### config.mk
export PLATFORM = sky130hd
export DESIGN_NAME = blbt_div
export DESIGN_NICKNAME = d
export VERILOG_FILES = /design/src/rtl/blbt_pkg.sv /design/src/rtl/blbt_div.sv
export SDC_FILE = /design/constraint.sdc
export NUM_CORES = 1
export LEC_CHECK = 0
export ABC_AREA = 1
export BUFFER_PORTS_ARGS = -buffer_cell sky130_fd_sc_hd__buf_2
export CORE_MARGIN = 5
export CORE_UTILIZATION = 55
export CTS_BUF_LIST = sky130_fd_sc_hd__clkbuf_8 sky130_fd_sc_hd__clkbuf_16
export DETAILED_ROUTE_END_ITERATION = 7
export MAX_ROUTING_LAYER = met4
export PLACE_DENSITY = 0.77
export SETUP_SLACK_MARGIN = 0.05
export SLEW_MARGIN = 10
export SYNTH_ARGS = -nofsm -noshare
export SYNTH_HDL_FRONTEND = slang
export SYNTH_SLANG_ARGS = --single-unit
### constraint.sdc
create_clock -name clk -period 4.17 [get_ports clk]
set_input_delay 0.6255 -clock clk [delete_from_list [all_inputs] [get_ports clk]]
set_output_delay 0.6255 -clock clk [all_outputs]
set_load 0.03 [all_outputs]
### src/rtl/blbt_pkg.sv
// Package for the band level and beat tracker: payload structs, constants, tables.
// No dependencies.
package blbt_pkg;

  localparam int BAND_COUNT_DEF = 14;
  localparam int LEVEL_TOP_DEF  = 60;
  localparam int VOTE_BANDS_DEF = 4;
  localparam int TABLE_LEN      = 14;

  localparam logic [43:0] MASK44    = 44'hFFFFFFFFFFF;
  localparam logic [23:0] COUNT_MAX = 24'hFFFFFF;
  localparam logic [43:0] TENTH_Q24 = 44'd1677722;
  localparam logic [17:0] HUND_Q24  = 18'd167772;
  localparam logic [43:0] MICRO_Q24 = 44'd17;
  localparam logic [9:0]  MINRISE   = 10'd839;
  localparam logic [5:0]  SIGMA_RST = 6'd10;

  localparam logic [1:0] FLAG_IDLE = 2'd0;
  localparam logic [1:0] FLAG_WAIT = 2'd1;
  localparam logic [1:0] FLAG_NEW  = 2'd2;

  typedef struct packed {
    logic [3:0]  band;
    logic [19:0] magnitude;
  } in_item_t;

  typedef struct packed {
    logic [5:0]  level;
    logic [1:0]  beat_state;
    logic        frame_beat;
    logic [19:0] decay_level;
  } out_item_t;

  // Divider request/response between the sequencer and the shared divider.
  typedef struct packed {
    logic        start;
    logic [63:0] num;
    logic [63:0] den;
  } div_req_t;

  typedef struct packed {
    logic        done;
    logic [63:0] quo;
  } div_rsp_t;

  function automatic logic [19:0] noise_floor(input logic [4:0] b);
    logic [19:0] v;
    case (b)
      5'd0: v = 20'd1584;   5'd1: v = 20'd1465;   5'd2: v = 20'd1298;
      5'd3: v = 20'd1011;   5'd4: v = 20'd1406;   5'd5: v = 20'd3387;
      5'd6: v = 20'd2072;   5'd7: v = 20'd1769;   5'd8: v = 20'd1115;
      5'd9: v = 20'd1362;   5'd10: v = 20'd1336;  5'd11: v = 20'd926;
      5'd12: v = 20'd1005;
      default: v = 20'd1041;
    endcase
    return v;
  endfunction

  function automatic logic [19:0] top_floor(input logic [4:0] b);
    logic [19:0] v;
    case (b)
      5'd0: v = 20'd44277;  5'd1: v = 20'd20888;  5'd2: v = 20'd35164;
      5'd3: v = 20'd16594;  5'd4: v = 20'd27446;  5'd5: v = 20'd19514;
      5'd6: v = 20'd18645;  5'd7: v = 20'd14826;  5'd8: v = 20'd10852;
      5'd9: v = 20'd15894;  5'd10: v = 20'd20048; 5'd11: v = 20'd9443;
      5'd12: v = 20'd9684;
      default: v = 20'd9152;
    endcase
    return v;
  endfunction

endpackage

### src/rtl/blbt_div.sv
// Shared restoring divider, 64 by 64 bits, one quotient bit per cycle.
// Depends on blbt_pkg.
module blbt_div (
  input  logic               clk,
  input  logic               rst_n,
  input  blbt_pkg::div_req_t req,
  output blbt_pkg::div_rsp_t rsp
);
  import blbt_pkg::*;

  logic [63:0] rem_r, rem_nxt, quo_r, quo_nxt, den_r;
  logic [6:0]  cnt_r, cnt_nxt;
  logic        busy_r, busy_nxt, done_r, done_nxt;
  logic [64:0] trial;

  always_comb begin
    rem_nxt  = rem_r;
    quo_nxt  = quo_r;
    cnt_nxt  = cnt_r;
    busy_nxt = busy_r;
    done_nxt = 1'b0;
    trial    = {rem_r, quo_r[63]} - {1'b0, den_r};
    if (req.start) begin
      rem_nxt  = '0;
      quo_nxt  = req.num;
      cnt_nxt  = 7'd0;
      busy_nxt = 1'b1;
    end else if (busy_r) begin
      if (!trial[64]) begin
        rem_nxt = trial[63:0];
        quo_nxt = {quo_r[62:0], 1'b1};
      end else begin
        rem_nxt = {rem_r[62:0], quo_r[63]};
        quo_nxt = {quo_r[62:0], 1'b0};
      end
      cnt_nxt = cnt_r + 7'd1;
      if (cnt_r == 7'd63) begin
        busy_nxt = 1'b0;
        done_nxt = 1'b1;
      end
    end
  end

  always_ff @(posedge clk) begin
    if (!rst_n) begin
      busy_r <= 1'b0;
      done_r <= 1'b0;
      cnt_r  <= '0;
    end else begin
      busy_r <= busy_nxt;
      done_r <= done_nxt;
      cnt_r  <= cnt_nxt;
    end
    rem_r <= rem_nxt;
    quo_r <= quo_nxt;
    if (req.start) den_r <= req.den;
  end

  assign rsp.done = done_r;
  assign rsp.quo  = quo_r;
endmodule

==> flow_metrics.py, run 1 <==
metrics = {
    "detailed_routing": {
        "drtIter0Drc": 1016,
        "vias_per_cell": 4.93,
        "wl_per_cell_um": 15.5,
        "drtPass1Iterations": 7,
        "vias": 14000,
        "wl_um": 43800,
        "drc": 0,
        "ant_nets": 0,
    },
    "layout": {
        "area_delta_synth_final_pct": 13.4,
        "final_nets": 2677,
        "fin_cells": 2833,
        "final_util_pct": 63.4,
        "drive_gt1_share_pct": 12.0,
        "nFillCells": 2496,
    },
    "floorplanning": {
        "start_util_pct": 55.9,
        "fp-row-count": 59,
        "die_y_um": 173,
        "core_area_um2": 26100,
        "io_pins": 196,
        "dieArea_um2": 29800,
        "die_w_um": 173,
    },
    "synthesis": {
        "synthTopCellsByCount": "nand2_1, inv_1, nand3_1, edfxtp_1, nor2_1",
        "synth_area_leader_cell": "nand2_1",
        "synth-seq-cells": 201,
        "yosysTopAreaCellShare_pct": 26.9,
        "synth_top_family_by_area": "simple AND/OR/NAND/NOR gates",
        "synth.avg_cell_area_um2": 6.35,
        "synthesis.area_um2": 14600,
        "synth_edf_count": 128,
        "yosys_warnings": 0,
        "synth_cell_types": 36,
        "synth_cells": 2294,
        "synthAdderAreaFrac_pct": 5.72,
        "yosysMostFrequentCell": "nand2_1",
        "synth_compound_area_share_pct": 2.43,
        "yosys.area_share.simple_pct": 38.6,
        "muxShareOfSynthArea_pct": 0,
        "syn_nets": 2491,
        "ys_seq_area_share_pct": 36.4,
        "synthXorXnorAreaFrac_pct": 1.86,
        "synth_flop_cell": "edfxtp_1",
        "yosys-top-cells-area": "nand2_1, edfxtp_1, inv_1",
        "postSynth.asyncResetShare_pct": 0,
    },
    "timing": {
        "drv_slew": 0,
        "worst_pin_slew_ns": 1.21,
        "hold_viol": 0,
        "timing.final.crit_share_pct": 77.7,
        "post-route-min-period_ns": 3.24,
        "clock_skew_ns": 0.00769,
        "timing.setup.tns_ns": 0,
        "slew_headroom_pct": 19.2,
        "fmax_mhz": 309,
        "rsz0062_at_grt": "false",
        "finalSetupViolCount": 0,
    },
    "cts": {
        "clock_latency_ns": 0.54,
        "cts_post_setup_buffers_inserted": 0,
        "clock-root-buffer": "clkbuf_16",
        "clkTransAtPathRegs_ns": 0.06,
        "cts_tree": "yes",
        "hold_buffers": 0,
        "cts_sinks": 201,
        "cts_buffers": 22,
        "htree_levels": 1,
        "clk_path_buf_depth": 3,
        "cts_resized": 0,
    },
    "pwr": {
        "p_leak_nw": 9.58,
        "p_per_area_nw_per_um2": 302,
        "p_total_mw": 4.99,
        "ir_worst_vdd_mv": 0.384,
    },
    "critical_path": {
        "cp_cell_sequence": "inv_1 > ha_1 > fa_1 > inv_1 > nand2_1 > nand2_1 > nand3_1 > nand2_2 > nand2_1 > nand2_2 > nand2_1 > nand2_2 > nand2_4 > nand2_4 > nand2_4 > nand2_2 > buf_12 > nand2_1 > nand3_1 > nand2_1",
        "crit_path_top_delay_cell": "nand2_2",
        "crit_type": "flip-flop to flip-flop",
        "crit_path_start_kind": "flip-flop",
        "path_max_fanout": 31,
        "arrival_ns": 3.67,
        "worstPathRequired_ns": 4.60,
        "slowest_delay_ns": 0.46,
        "cp-end-kind": "flip-flop",
        "crit_top_cell": "nand2_1",
    },
    "min_path": {
        "hp-class": "input pin to flip-flop",
    },
    "place": {
        "portBuffers": 195,
        "place_hpwl_um": 35000,
        "place_congestion": 1.03,
        "placed_cells": 2791,
    },
    "global_routing": {
        "track_usage_pct": 29.4,
        "grt_pass1_wl_um": 69900,
        "antenna_found_initial": 2,
        "grt_remaining_overflow": 0,
        "grt_pass1_vias": 13400,
        "grt_max_degree": 71,
    },
    "flow_run": {
        "maxCapViolCount": 0,
    },
    "run_status": {
        "status": "completed",
    },
}
==> power by group <==
| group | internal, mW | switching, mW | total [mW] |
|---|---|---|---|
| combinational | 0.219 | 0.504 | 0.723 |
| clock | 1.11 | 0.834 | 1.95 |
| sequential | 2.26 | 0.0565 | 2.31 |
| total | 3.59 | 1.39 | 4.99 |
==> area by class of cell <==
type	count	area, um^2	share of cell area (%)
Multi-Input combinational cell	1546	7100	43.0
Sequential cell	201	5310	32.1
Inverter	506	1900	11.5
Timing Repair Buffer	203	1060	6.44
Clock buffer	27	619	3.75
Tap cell	335	419	2.54
Clock inverter	13	104	0.629
Antenna cell	2	5.00	0.0303
==> state kept, by name (all words and copies together) (netlist names) <==
register  flops
den_r        64
quo_r        64
rem_r        64
cnt_r         7
busy_r        1
done_r        1
==> metal layers <==
layer | GRT usage, % | wire length, um | vias up
li1 | - | - | 7210
met1 | 38.4 | 19100 | 6198
met2 | 46.6 | 19700 | 482
met3 | 5.17 | 3240 | 72
met4 | 9.53 | 1700 | 0
met5 | - | 0 | -
==> metrics by stage <==
step / hold slack, ns / cell area [um^2] / setup WS (ns)
6_report: 0.256 / 16500 / 0.930
5_1_grt: 0.236 / 16500 / 0.663
4_1_cts: 0.239 / 16500 / 0.960
3_5_place_dp: 0.462 / 15800 / 0.983
3_3_place_gp: 0.459 / 15800 / 1.10
2_1_floorplan: 0.449 / 14600 / 1.40
==> cell families after synthesis <==
group / after synthesis
AND/OR/NAND/NOR: 1380
buffers and inverters: 547
flip-flops: 201
adder cells (fa/ha/maj): 66
XOR/XNOR: 31
AO/OA/AOI/OAI: 69
==> cell usage in the layout, fill, tap and decap left out, types with 4 or more instances in the layout <==
cell type	instances
nand2_1	1043
inv_1	506
buf_2	194
nand3_1	131
edfxtp_1	128
nor2_1	104
dfxtp_1	73
ha_1	65
a21oi_1	51
nand2_2	42
xnor2_1	24
clkbuf_16	22
nor3_1	21
o21ai_0	15
nand4_1	10
nor2_2	9
xor2_1	7
buf_4	7
inv_2	5
clkbuf_8	5
clkinv_1	4
nor2_4	4
==> critical path, delay by kind of cell, from the launching register on <==
family                   cells  cell delay (ns)
AND/OR/NAND/NOR             15             1.64
adder cells (fa/ha/maj)      2             0.65
buffers and inverters        3             0.45
flip-flops                   1             0.35
==> final timing paths <==
check | slack [ns] | to | cells past startpoint | from
worst max-delay path | 0.93 | rem_r[47]$_SDFFE_PP0P_ | 20 | quo_r[63]$_DFFE_PP_
worst min-delay path | 0.26 | den_r[63]$_DFFE_PP_ | 1 | req[63]
worst max register to register | 0.93 | rem_r[47]$_SDFFE_PP0P_ | 20 | quo_r[63]$_DFFE_PP_
worst min register to register | 0.47 | rem_r[13]$_SDFFE_PP0P_ | 2 | rem_r[13]$_SDFFE_PP0P_
(Power assumes the default switching activity.)
==> run 2: changes to the inputs <==
==> constraint.sdc (replaced) <==
create_clock -name clk -period 3.1 [get_ports clk]
set_input_delay 0.465 -clock clk [delete_from_list [all_inputs] [get_ports clk]]
set_output_delay 0.465 -clock clk [all_outputs]
set_load 0.03 [all_outputs]
==> run 2 against run 1 <==
  * Maximum frequency grew 15%
  * First-iteration DRC count shrank 4.5%
  * Clock skew grew 0.0068 ns
  * Setup slack lost 0.65 ns
  * Register-to-register slack lost 0.65 ns
  * Via count shrank 0.69%
  * Cell count grew 0.28%
  * Critical endpoint is now rem_r[41]$_SDFFE_PP0P_
==> flow_metrics.py, run 2 (same netlist as run 1, synthesis figures left out) <==
metrics = {
    "global_routing": {
        "grt_remaining_overflow": 0,
        "antenna_found_initial": 2,
        "grt_max_degree": 81,
        "grt_pass1_vias": 13600,
        "track_usage_pct": 29.2,
        "grt_pass1_wl_um": 69800,
    },
    "detailed_routing": {
        "ant_nets": 0,
        "drc": 0,
        "drtIter0Drc": 970,
        "drtPass1Iterations": 5,
        "vias_per_cell": 4.88,
        "wl_um": 43000,
        "vias": 13900,
        "wl_per_cell_um": 15.1,
    },
    "floorplanning": {
        "start_util_pct": 55.9,
        "core_area_um2": 26100,
        "io_pins": 196,
        "dieArea_um2": 29800,
        "die_w_um": 173,
        "fp-row-count": 59,
        "die_y_um": 173,
    },
    "timing": {
        "timing.hold.ws_ns": 0.102,
        "fmax_mhz": 355,
        "rsz0062_at_grt": "false",
        "slew_headroom_pct": 50.4,
        "finalSetupViolCount": 0,
        "hold_viol": 0,
        "worst_pin_slew_ns": 0.744,
        "post-route-min-period_ns": 2.82,
        "drv_slew": 0,
        "timing.final.crit_share_pct": 90.9,
        "timing.setup.tns_ns": 0,
        "clock_skew_ns": 0.0144,
    },
    "critical_path": {
        "arrival_ns": 3.24,
        "r2r_slack_ns": 0.28,
        "cp-end-kind": "flip-flop",
        "reg2reg_depth": 20,
        "r2r_end": "rem_r[41]$_SDFFE_PP0P_",
        "crit_type": "flip-flop to flip-flop",
        "worstPathRequired_ns": 3.53,
        "worstReg2RegStart": "quo_r[63]$_DFFE_PP_",
        "path_max_fanout": 57,
        "crit_path_start_kind": "flip-flop",
    },
    "place": {
        "portBuffers": 195,
        "place_congestion": 1.01,
        "place_hpwl_um": 34900,
    },
    "pwr": {
        "ir_worst_vdd_mv": 0.468,
        "p_leak_nw": 9.62,
        "p_per_area_nw_per_um2": 402,
    },
    "layout": {
        "multi_input_area_um2": 7100,
        "nFillCells": 2423,
        "area_delta_synth_final_pct": 13.7,
        "drive_gt1_share_pct": 12.2,
        "biggestRegsByFlops": "den_r: 64 flops, quo_r: 64 flops, rem_r: 64 flops",
        "seqCellArea_um2": 5310,
        "final_nets": 2684,
        "final_common_cell": "nand2_1",
        "final_cell_mix": "nand2_1, inv_1, buf_2",
    },
    "cts": {
        "clk_path_buf_depth": 3,
        "cts_buffers": 23,
        "cts_post_setup_buffers_inserted": 0,
        "cts_sinks": 201,
        "htree_levels": 1,
        "cts_resized": 0,
        "clock_latency_ns": 0.53,
        "hold_buffers": 0,
        "clock-root-buffer": "clkbuf_16",
        "cts_tree": "yes",
        "clkTransAtPathRegs_ns": 0.06,
    },
    "min_path": {
        "hp-class": "input pin to flip-flop",
        "min-delay-start": "req[43]",
        "whs_endpoint": "den_r[43]$_DFFE_PP_",
        "worstHoldPathCells": 1,
    },
    "run_status": {
        "status": "completed",
    },
    "flow_run": {
        "maxCapViolCount": 0,
    },
}
## run 2: worst max path at each step
| stage | startpoint | to | slack (ns) | depth (start not counted) |
|---|---|---|---|---|
| 2_1_floorplan | quo_r[63]$_DFFE_PP_ | quo_r[0]$_DFFE_PP_ | 0.36 | 19 |
| 3_3_place_gp | quo_r[63]$_DFFE_PP_ | rem_r[26]$_SDFFE_PP0P_ | 0.38 | 20 |
| 3_5_place_dp | quo_r[63]$_DFFE_PP_ | rem_r[41]$_SDFFE_PP0P_ | 0.23 | 20 |
| 4_1_cts | quo_r[63]$_DFFE_PP_ | rem_r[41]$_SDFFE_PP0P_ | 0.21 | 20 |
| 5_1_grt | quo_r[63]$_DFFE_PP_ | rem_r[33]$_SDFFE_PP0P_ | 0.05 | 20 |
| 6_report | quo_r[63]$_DFFE_PP_ | rem_r[41]$_SDFFE_PP0P_ | 0.28 | 20 |
## run 2: routing by layer
layer	part of all wire, %	routed length [um]	track usage, %	vias to the layer above
li1	-	-	-	7228
met4	4.0	1710	9.83	0
met2	45	19400	46.4	428
met5	0	0	-	-
met1	44	19000	38.1	6129
met3	6.8	2920	4.93	80
## run 2: power by group
| group | internal, mW | switching, mW |
|---|---|---|
| sequential | 3.04 | 0.0740 |
| combinational | 0.300 | 0.690 |
| clock | 1.44 | 1.11 |
## run 2: final cells by class
class	instances	share of cell area (%)
Antenna cell	2	0.0302
Clock buffer	23	3.48
Clock inverter	19	0.771
Inverter	506	11.5
Multi-Input combinational cell	1546	42.9
Sequential cell	201	32.0
Tap cell	335	2.53
Timing Repair Buffer	209	6.79
## run 2: stage by stage
stage	worst slack, ns	util (%)	total power, mW	std cells	instance area, um^2
after detailed placement	0.232	60.8	4.15	2797	15800
after floorplan	0.364	-	3.78	2294	14600
final	0.283	63.5	6.65	2841	16600
after global routing	0.0534	63.5	6.95	2841	16600
after global placement	0.377	60.8	4.14	2797	15800
after CTS	0.213	63.5	6.71	2839	16500
## run 2: worst max-delay path: stages, from the launching register on
cell and delay [ns]:
edfxtp_1 0.35, inv_1 0.07, ha_1 0.22, fa_1 0.41
inv_1 0.11, nand2_1 0.05, nand2_1 0.08, nand3_1 0.08
nand2_2 0.11, nand2_1 0.07, nand2_2 0.09, nand2_1 0.07
nand2_2 0.10, nand2_4 0.08, nand2_4 0.09, nand2_4 0.08
nand2_2 0.09, buf_12 0.25, nand2_1 0.11, nand3_1 0.09
nand2_1 0.05
